--- src/rtl/rgbhsl_pkg.sv ---
`timescale 1ns / 1ps
// Shared constants, payload types and pipeline stage types of the RGB to HSL converter.
package rgbhsl_pkg;

  localparam int CHANNEL_BITS  = 8;
  localparam int HUE_FRAC_BITS = 6;
  localparam int HUE_BITS      = 9 + HUE_FRAC_BITS;
  localparam int CH_FULL       = (1 << CHANNEL_BITS) - 1;
  localparam int HUE_LIMIT     = 360 << HUE_FRAC_BITS;
  localparam int HUE_SCALE     = 60 << HUE_FRAC_BITS;
  localparam int DIV_STEPS     = (HUE_BITS > CHANNEL_BITS) ? HUE_BITS : CHANNEL_BITS;
  localparam int DIV_W         = CHANNEL_BITS + DIV_STEPS;
  localparam int POS_W         = CHANNEL_BITS + 4;

  typedef enum logic [1:0] {
    SECT_RED,
    SECT_GREEN,
    SECT_BLUE
  } sector_e;

  typedef struct packed {
    logic [CHANNEL_BITS-1:0] red;
    logic [CHANNEL_BITS-1:0] green;
    logic [CHANNEL_BITS-1:0] blue;
  } pixel_t;

  typedef struct packed {
    logic [HUE_BITS-1:0]     hue_angle;
    logic [CHANNEL_BITS-1:0] saturation_level;
    logic [CHANNEL_BITS-1:0] lightness_level;
    logic                    achromatic;
  } hsl_t;

  // max/min stage result; diff is two's complement
  typedef struct packed {
    sector_e                 sector;
    logic [CHANNEL_BITS-1:0] d;
    logic [CHANNEL_BITS:0]   sum;
    logic [CHANNEL_BITS:0]   diff;
  } sel_t;

  // divider stage state: hue and saturation quotients develop side by side
  typedef struct packed {
    logic [DIV_W-1:0]        rem_h;
    logic [DIV_W-1:0]        dv_h;
    logic [DIV_STEPS-1:0]    q_h;
    logic [DIV_W-1:0]        rem_s;
    logic [DIV_W-1:0]        dv_s;
    logic [DIV_STEPS-1:0]    q_s;
    logic [CHANNEL_BITS-1:0] lightness;
    logic                    achromatic;
  } div_t;

endpackage

--- src/rtl/rgbhsl_select.sv ---
`timescale 1ns / 1ps
// First stage: picks the maximum channel, its sector, range, sum and hue difference.
module rgbhsl_select (
  input  logic                clk_i,
  input  logic                rst_ni,
  input  logic                valid_i,
  output logic                stall_o,
  input  rgbhsl_pkg::pixel_t  pixel_i,
  output logic                valid_o,
  input  logic                stall_i,
  output rgbhsl_pkg::sel_t    sel_o
);

  logic             valid_q;
  rgbhsl_pkg::sel_t sel_d, sel_q;

  logic [rgbhsl_pkg::CHANNEL_BITS-1:0] mx, mn;

  always_comb begin
    sel_d = '0;
    mx    = '0;
    mn    = '0;
    if (pixel_i.red >= pixel_i.green && pixel_i.red >= pixel_i.blue) begin
      mx           = pixel_i.red;
      mn           = (pixel_i.green < pixel_i.blue) ? pixel_i.green : pixel_i.blue;
      sel_d.sector = rgbhsl_pkg::SECT_RED;
      sel_d.diff   = {1'b0, pixel_i.green} - {1'b0, pixel_i.blue};
    end else if (pixel_i.green >= pixel_i.blue) begin
      mx           = pixel_i.green;
      mn           = (pixel_i.red < pixel_i.blue) ? pixel_i.red : pixel_i.blue;
      sel_d.sector = rgbhsl_pkg::SECT_GREEN;
      sel_d.diff   = {1'b0, pixel_i.blue} - {1'b0, pixel_i.red};
    end else begin
      mx           = pixel_i.blue;
      mn           = (pixel_i.red < pixel_i.green) ? pixel_i.red : pixel_i.green;
      sel_d.sector = rgbhsl_pkg::SECT_BLUE;
      sel_d.diff   = {1'b0, pixel_i.red} - {1'b0, pixel_i.green};
    end
    sel_d.d   = mx - mn;
    sel_d.sum = {1'b0, mx} + {1'b0, mn};
  end

  assign stall_o = valid_q && stall_i;

  always_ff @(posedge clk_i or negedge rst_ni) begin
    if (!rst_ni) begin
      valid_q <= 1'b0;
    end else if (!stall_o) begin
      valid_q <= valid_i;
    end
  end

  always_ff @(posedge clk_i) begin
    if (!stall_o && valid_i) begin
      sel_q <= sel_d;
    end
  end

  assign valid_o = valid_q;
  assign sel_o   = sel_q;

endmodule

--- src/rtl/rgbhsl_scale.sv ---
`timescale 1ns / 1ps
// Second stage: hue dividend, saturation dividend and divisors, lightness.
module rgbhsl_scale (
  input  logic              clk_i,
  input  logic              rst_ni,
  input  logic              valid_i,
  output logic              stall_o,
  input  rgbhsl_pkg::sel_t  sel_i,
  output logic              valid_o,
  input  logic              stall_i,
  output rgbhsl_pkg::div_t  div_o
);

  localparam int CB = rgbhsl_pkg::CHANNEL_BITS;
  localparam int PW = rgbhsl_pkg::POS_W;
  localparam int DW = rgbhsl_pkg::DIV_W;
  localparam logic [DW-1:0] HUE_SCALE_W = DW'(rgbhsl_pkg::HUE_SCALE);
  localparam logic [CB:0]   FULL_W      = (CB + 1)'(rgbhsl_pkg::CH_FULL);
  localparam logic [CB:0]   FULL2_W     = (CB + 1)'(2 * rgbhsl_pkg::CH_FULL);

  logic             valid_q;
  rgbhsl_pkg::div_t div_d, div_q;

  logic [PW-1:0] d_w, off_d, diff_x, pos_raw, pos;
  logic [CB:0]   den;
  logic [DW-1:0] d_dw;

  always_comb begin
    d_w = PW'(sel_i.d);
    case (sel_i.sector)
      rgbhsl_pkg::SECT_RED:   off_d = '0;
      rgbhsl_pkg::SECT_GREEN: off_d = d_w << 1;
      rgbhsl_pkg::SECT_BLUE:  off_d = d_w << 2;
      default:                off_d = '0;
    endcase
    diff_x  = {{(PW - CB - 1){sel_i.diff[CB]}}, sel_i.diff};
    pos_raw = off_d + diff_x;
    pos     = pos_raw[PW-1] ? (pos_raw + (d_w << 2) + (d_w << 1)) : pos_raw;
    den     = (sel_i.sum <= FULL_W) ? sel_i.sum : (FULL2_W - sel_i.sum);
    d_dw    = DW'(sel_i.d);

    div_d            = '0;
    div_d.rem_h      = DW'(pos) * HUE_SCALE_W;
    div_d.dv_h       = d_dw << (rgbhsl_pkg::DIV_STEPS - 1);
    div_d.rem_s      = (d_dw << CB) - d_dw;
    div_d.dv_s       = DW'(den) << (rgbhsl_pkg::DIV_STEPS - 1);
    div_d.lightness  = sel_i.sum[CB:1];
    div_d.achromatic = (sel_i.d == '0);
  end

  assign stall_o = valid_q && stall_i;

  always_ff @(posedge clk_i or negedge rst_ni) begin
    if (!rst_ni) begin
      valid_q <= 1'b0;
    end else if (!stall_o) begin
      valid_q <= valid_i;
    end
  end

  always_ff @(posedge clk_i) begin
    if (!stall_o && valid_i) begin
      div_q <= div_d;
    end
  end

  assign valid_o = valid_q;
  assign div_o   = div_q;

endmodule

--- src/rtl/rgbhsl_div_stage.sv ---
`timescale 1ns / 1ps
// Divider stage: one restoring quotient bit each for hue and saturation.
module rgbhsl_div_stage (
  input  logic              clk_i,
  input  logic              rst_ni,
  input  logic              valid_i,
  output logic              stall_o,
  input  rgbhsl_pkg::div_t  div_i,
  output logic              valid_o,
  input  logic              stall_i,
  output rgbhsl_pkg::div_t  div_o
);

  localparam int QW = rgbhsl_pkg::DIV_STEPS;

  logic             valid_q;
  rgbhsl_pkg::div_t div_d, div_q;
  logic             ge_h, ge_s;

  always_comb begin
    ge_h        = (div_i.rem_h >= div_i.dv_h);
    ge_s        = (div_i.rem_s >= div_i.dv_s);
    div_d       = div_i;
    div_d.rem_h = ge_h ? (div_i.rem_h - div_i.dv_h) : div_i.rem_h;
    div_d.rem_s = ge_s ? (div_i.rem_s - div_i.dv_s) : div_i.rem_s;
    div_d.dv_h  = div_i.dv_h >> 1;
    div_d.dv_s  = div_i.dv_s >> 1;
    div_d.q_h   = {div_i.q_h[QW-2:0], ge_h};
    div_d.q_s   = {div_i.q_s[QW-2:0], ge_s};
  end

  assign stall_o = valid_q && stall_i;

  always_ff @(posedge clk_i or negedge rst_ni) begin
    if (!rst_ni) begin
      valid_q <= 1'b0;
    end else if (!stall_o) begin
      valid_q <= valid_i;
    end
  end

  always_ff @(posedge clk_i) begin
    if (!stall_o && valid_i) begin
      div_q <= div_d;
    end
  end

  assign valid_o = valid_q;
  assign div_o   = div_q;

endmodule

--- src/rtl/rgb_to_hsl_converter.sv ---
`timescale 1ns / 1ps
// Top level of the pipelined RGB to HSL pixel converter.
// Converts one pixel per clock unless the output stalls, from 8-bit red, green and
// blue to hue in 1/64 degree (0 to 23039), saturation and lightness scaled to 255,
// and an achromatic flag for gray pixels (hue and saturation then read 0). The
// pipeline is a max/min stage, a scaling stage, then a restoring divider that
// settles one quotient bit of hue and of saturation per register stage. Each stage
// holds its item under stall and fills bubbles, so up to 17 items can be in flight
// and input is stalled only once every stage holds a waiting item.
module rgb_to_hsl_converter (
  input  logic               clk_i,
  input  logic               rst_ni,
  input  logic               in_valid_i,
  output logic               in_stall_o,
  input  rgbhsl_pkg::pixel_t pixel_i,
  output logic               out_valid_o,
  input  logic               out_stall_i,
  output rgbhsl_pkg::hsl_t   hsl_o
);

  localparam int NS = rgbhsl_pkg::DIV_STEPS;
  localparam int CB = rgbhsl_pkg::CHANNEL_BITS;
  localparam int HB = rgbhsl_pkg::HUE_BITS;

  logic             sel_valid, sel_stall;
  rgbhsl_pkg::sel_t sel;

  logic             div_valid [NS+1];
  logic             div_stall [NS+1];
  rgbhsl_pkg::div_t div_chain [NS+1];

  rgbhsl_select u_select (
    .clk_i   (clk_i),
    .rst_ni  (rst_ni),
    .valid_i (in_valid_i),
    .stall_o (in_stall_o),
    .pixel_i (pixel_i),
    .valid_o (sel_valid),
    .stall_i (sel_stall),
    .sel_o   (sel)
  );

  rgbhsl_scale u_scale (
    .clk_i   (clk_i),
    .rst_ni  (rst_ni),
    .valid_i (sel_valid),
    .stall_o (sel_stall),
    .sel_i   (sel),
    .valid_o (div_valid[0]),
    .stall_i (div_stall[0]),
    .div_o   (div_chain[0])
  );

  for (genvar k = 0; k < NS; k++) begin : g_div
    rgbhsl_div_stage u_div (
      .clk_i   (clk_i),
      .rst_ni  (rst_ni),
      .valid_i (div_valid[k]),
      .stall_o (div_stall[k]),
      .div_i   (div_chain[k]),
      .valid_o (div_valid[k+1]),
      .stall_i (div_stall[k+1]),
      .div_o   (div_chain[k+1])
    );
  end

  assign div_stall[NS] = out_stall_i;
  assign out_valid_o   = div_valid[NS];

  // gray pixels divide by zero; force hue and saturation to 0
  always_comb begin
    hsl_o.achromatic       = div_chain[NS].achromatic;
    hsl_o.lightness_level  = div_chain[NS].lightness;
    hsl_o.hue_angle        = div_chain[NS].achromatic ? '0 : div_chain[NS].q_h[HB-1:0];
    hsl_o.saturation_level = div_chain[NS].achromatic ? '0 : div_chain[NS].q_s[CB-1:0];
  end

`ifndef NO_ASSERTIONS
  a_hue_range: assert property (@(posedge clk_i) disable iff (!rst_ni)
    out_valid_o |-> (hsl_o.hue_angle < HB'(rgbhsl_pkg::HUE_LIMIT)))
    else $error("hue beyond 360 degrees");

  a_gray_zero: assert property (@(posedge clk_i) disable iff (!rst_ni)
    (out_valid_o && hsl_o.achromatic) |->
      (hsl_o.hue_angle == '0 && hsl_o.saturation_level == '0))
    else $error("gray item with non-zero hue or saturation");

  a_stall_full: assert property (@(posedge clk_i) disable iff (!rst_ni)
    in_stall_o |-> (out_valid_o && out_stall_i && div_valid[0] && sel_valid))
    else $error("input stalled while pipeline has room");
`endif

endmodule

--- config.mk ---
export PLATFORM = sky130hd
export DESIGN_NAME = rgb_to_hsl_converter
export DESIGN_NICKNAME = d
export VERILOG_FILES = /design/src/rtl/rgbhsl_pkg.sv /design/src/rtl/rgbhsl_select.sv /design/src/rtl/rgbhsl_scale.sv /design/src/rtl/rgbhsl_div_stage.sv /design/src/rtl/rgb_to_hsl_converter.sv
export SDC_FILE = /design/constraint.sdc
export NUM_CORES = 2
export LEC_CHECK = 0
export ABC_AREA = 1
export BUFFER_PORTS_ARGS = -buffer_cell sky130_fd_sc_hd__buf_2
export CORE_MARGIN = 3
export CORE_UTILIZATION = 40
export CTS_BUF_LIST = sky130_fd_sc_hd__clkbuf_16
export DETAILED_ROUTE_END_ITERATION = 12
export GPL_TIMING_DRIVEN = 0
export PLACE_DENSITY = 0.63
export SYNTH_ARGS = -nofsm -noshare
export SYNTH_HDL_FRONTEND = slang
export SYNTH_SLANG_ARGS = --single-unit
--- constraint.sdc ---
create_clock -name clk_i -period 8.6 [get_ports clk_i]
set_clock_uncertainty 0.1 [all_clocks]
set_input_delay 1.72 -clock clk_i [delete_from_list [all_inputs] [get_ports clk_i]]
set_output_delay 1.72 -clock clk_i [all_outputs]
set_load 0.005 [all_outputs]
==> run metrics <==
result of the run=complete, no violations; main flop type after synthesis=sky130_fd_sc_hd__edfxtp_1; Netlist cell types=76; top layer reached by signal wires=met4; starting utilization of the core area=40.4%; floorplan row count=142; Clock Tree Buf Depth=3; number of nets in the synthesized netlist=6191; count of unresolved DRC violations after routing=0; TritonCTS clock tree=yes; # diodes=0; highest achievable clock rate=145 MHz; Routed met1 length=45.2 mm; Placed Area=64300 µm²; via count of the first global-routing pass=40400; reported max-cap violation count=0; number of DRC markers in iteration 0=1819; Core Footprint=150000 µm²; number of max-slew violations in the final report=0; flip-flop and latch count after synthesis=1161; RD Place Congestion=0.934; combined global-route utilization of all metal layers=15.1%; Final ANT Viol Nets=0; Worst Reg2Reg Path Length in Cells=31; width of the chip=396 µm; final clock period utilization by the worst path=79.9%; Largest stage delay, worst path=0.58 ns; cell family with the largest share of critical-path delay=adder cells; routed wirelength normalized by instance count=14.6 µm; cell area after synthesis=60800 µm²; slack of the worst reg-to-reg path=1.73 ns; largest net degree at the start of global routing=75; GRT overflow=0; clock buffer count from CTS=119; Layout Nets=6397; TritonRoute pass-1 iters=6; critical hold path startpoint=g_div[10].u_div.div_o[5]$_DFFE_PP_; end of the worst hold path=g_div[11].u_div.div_o[5]$_DFFE_PP_; endpoint of the lowest-slack register-to-register path=u_scale.div_o[130]$_DFFE_PP_; post-cts repair resize count=0; total length of routed met3 wires=3.33 mm; buffer and inverter count on the worst path=5; remaining max-slew budget at the tightest pin=30.5%; area overhead of the layout relative to synthesis=12.7%; startpoint kind of the worst setup timing path=flip-flop; # Post-CTS Setup Buffers=0; Sequential Area=34800 µm²; DIE AREA=157000 µm²; number of antenna violations at the first check in global routing=0; Yosys warnings=0; Critical Setup Path Class=flip-flop to flip-flop; share of layout cells above drive strength 1=7.83%; clock transition time at the flip-flop clock pins of the worst setup and hold paths=0.06 ns; type of element capturing the critical path=flip-flop; required time of the critical path=8.96 ns; synthesized netlist cell count=5759; Crit Reg-Reg Startpoint=u_select.sel_o[9]$_DFFE_PP_; global-route wire length before repair=195 mm; maximum level of the CTS H-tree=3; Sink Count=1161; async set or reset register ratio after synthesis=1.46%; critical-path maximum fanout=7; total vias in the final route=39500; register area share after synthesis=57.2%; clock insertion delay at the later pin of the skew report=0.73 ns; per-cell via count in the routed design=4.88; number of synthesized flops with an enable pin=1144; count of boundary I/O pins=62; CTS Hold Bufs=0; endpoints failing hold=0; final design area excluding fillers=68600 µm²; Mean Syn Cell Area=10.6 µm²; area of combinational cells with multiple inputs=22400 µm²; fill cell instance count of the final layout=13800; cell type with the highest occurrence count on the critical path=sky130_fd_sc_hd__nand2_1; critical path data arrival time=7.24 ns; unrepaired setup endpoints after global routing=no; total half-perimeter wirelength after legalization and detailed placement=92.9 mm; number of buffers added on ports=61; final critical delay including setup and external delays=6.87 ns; total wire length after detailed routing=118 mm; critical path's slowest cell=sky130_fd_sc_hd__edfxtp_1; die extent in y=396 µm; Finish-stage setup viols=0; type of the worst min-delay path=flip-flop to flip-flop; transition time of the tightest slew-check pin=1.04 ns; root cell of the clock tree=sky130_fd_sc_hd__clkbuf_16; worst hold stages=0; length of routed met2 wiring=64.9 mm
state kept, by name (all words and copies together), names as in the netlist:
name	cells
g_div.u_div.div_o	1061
g_div.u_div.valid_o	15
u_scale.div_o	56
u_scale.valid_o	1
u_select.sel_o	27
u_select.valid_o	1
cell families after synthesis:
kind of cell,synth area share [%]
AO/OA/AOI/OAI,8.33
XOR/XNOR,5.13
adder cells (fa/ha/maj),9.05
buffers and inverters,6.17
flip-flops,57.2
multiplexers,0.0658
other,0.00617
AND/OR/NAND/NOR,14.1
worst max path at each step:
stage	start	to	slack (ns)	cells after the start
final	u_select.sel_o[9]$_DFFE_PP_	u_scale.div_o[130]$_DFFE_PP_	1.73	31
after global routing	u_select.sel_o[9]$_DFFE_PP_	u_scale.div_o[130]$_DFFE_PP_	1.21	29
after CTS	u_select.sel_o[9]$_DFFE_PP_	u_scale.div_o[130]$_DFFE_PP_	1.64	30
after detailed placement	u_select.sel_o[9]$_DFFE_PP_	u_scale.div_o[130]$_DFFE_PP_	1.65	30
after global placement	out_stall_i	g_div[11].u_div.div_o[80]$_DFFE_PP_	-0.19	6
after floorplan	out_stall_i	g_div[11].u_div.div_o[0]$_DFFE_PP_	1.92	5
synthesized netlist by cell type, drive strengths merged, types with 4 or more instances:
cell type	count	area, µm²
edfxtp	1144	34400
nand2	957	3640
inv	878	3300
nor2	506	1950
o21ai	380	1940
a21oi	367	1850
ha	344	4300
xor2	222	1940
nand3	188	993
xnor2	134	1170
nor3	89	460
nand4	84	538
buf	61	409
nor4	61	382
fa	60	1200
or2	47	294
o2111ai	21	184
a211oi	20	155
o211ai	20	155
a21o	19	143
dfrtp	17	425
a31oi	15	100
o21bai	15	116
nand3b	14	105
clkbuf	12	45.0
o31ai	11	82.6
a21boi	10	82.6
and2	10	63.8
nor3b	7	57.6
o21a	5	37.5
o221ai	5	50.0
o311ai	5	43.8
or3	5	31.3
mux2i	4	40.0
layout by cell type, fill, tap and decap left out, drive strengths merged, types with 14 or more instances in the layout:
cell type and count:
a211oi 20, a21o 19, a21oi 367, a31oi 15
buf 146, bufinv 27, clkbuf 133, clkinv 52
dfrtp 17, edfxtp 1144, fa 60, ha 344
inv 896, nand2 957, nand3 188, nand3b 14
nand4 84, nor2 506, nor3 89, nor4 61
o2111ai 21, o211ai 20, o21ai 380, o21bai 15
or2 47, xnor2 134, xor2 222
metal layers:
layer / global-route usage [%] / up-vias
met1: 15.6 / 18400
li1: - / 20200
met3: 2.29 / 314
met4: 6.53 / 0
met5: 0 / -
met2: 29.8 / 607
area by class of cell:
type	count	area share [%]
Timing Repair Buffer	85	1.18
Multi-Input combinational cell	3646	32.7
Inverter	879	4.82
Tap cell	2016	3.68
Clock buffer	121	4.42
Buffer	73	0.662
Clock inverter	104	1.85
Sequential cell	1161	50.7
per-stage QoR:
step                      TNS [ns]  hold WS, ns  setup WS [ns]  utilization, %  cells
after floorplan                  0        0.300           1.92               -   5759
after global placement      -12.91        0.301         -0.185            42.3   7836
after detailed placement         0        0.305           1.65            42.7   7860
after CTS                        0        0.297           1.64            45.6   8085
after global routing             0        0.306           1.21            45.6   8085
final                            0        0.305           1.73            45.6   8085
Power is not shown: default switching activity piles up to over one toggle a cycle in this logic, so the estimate is an artifact.
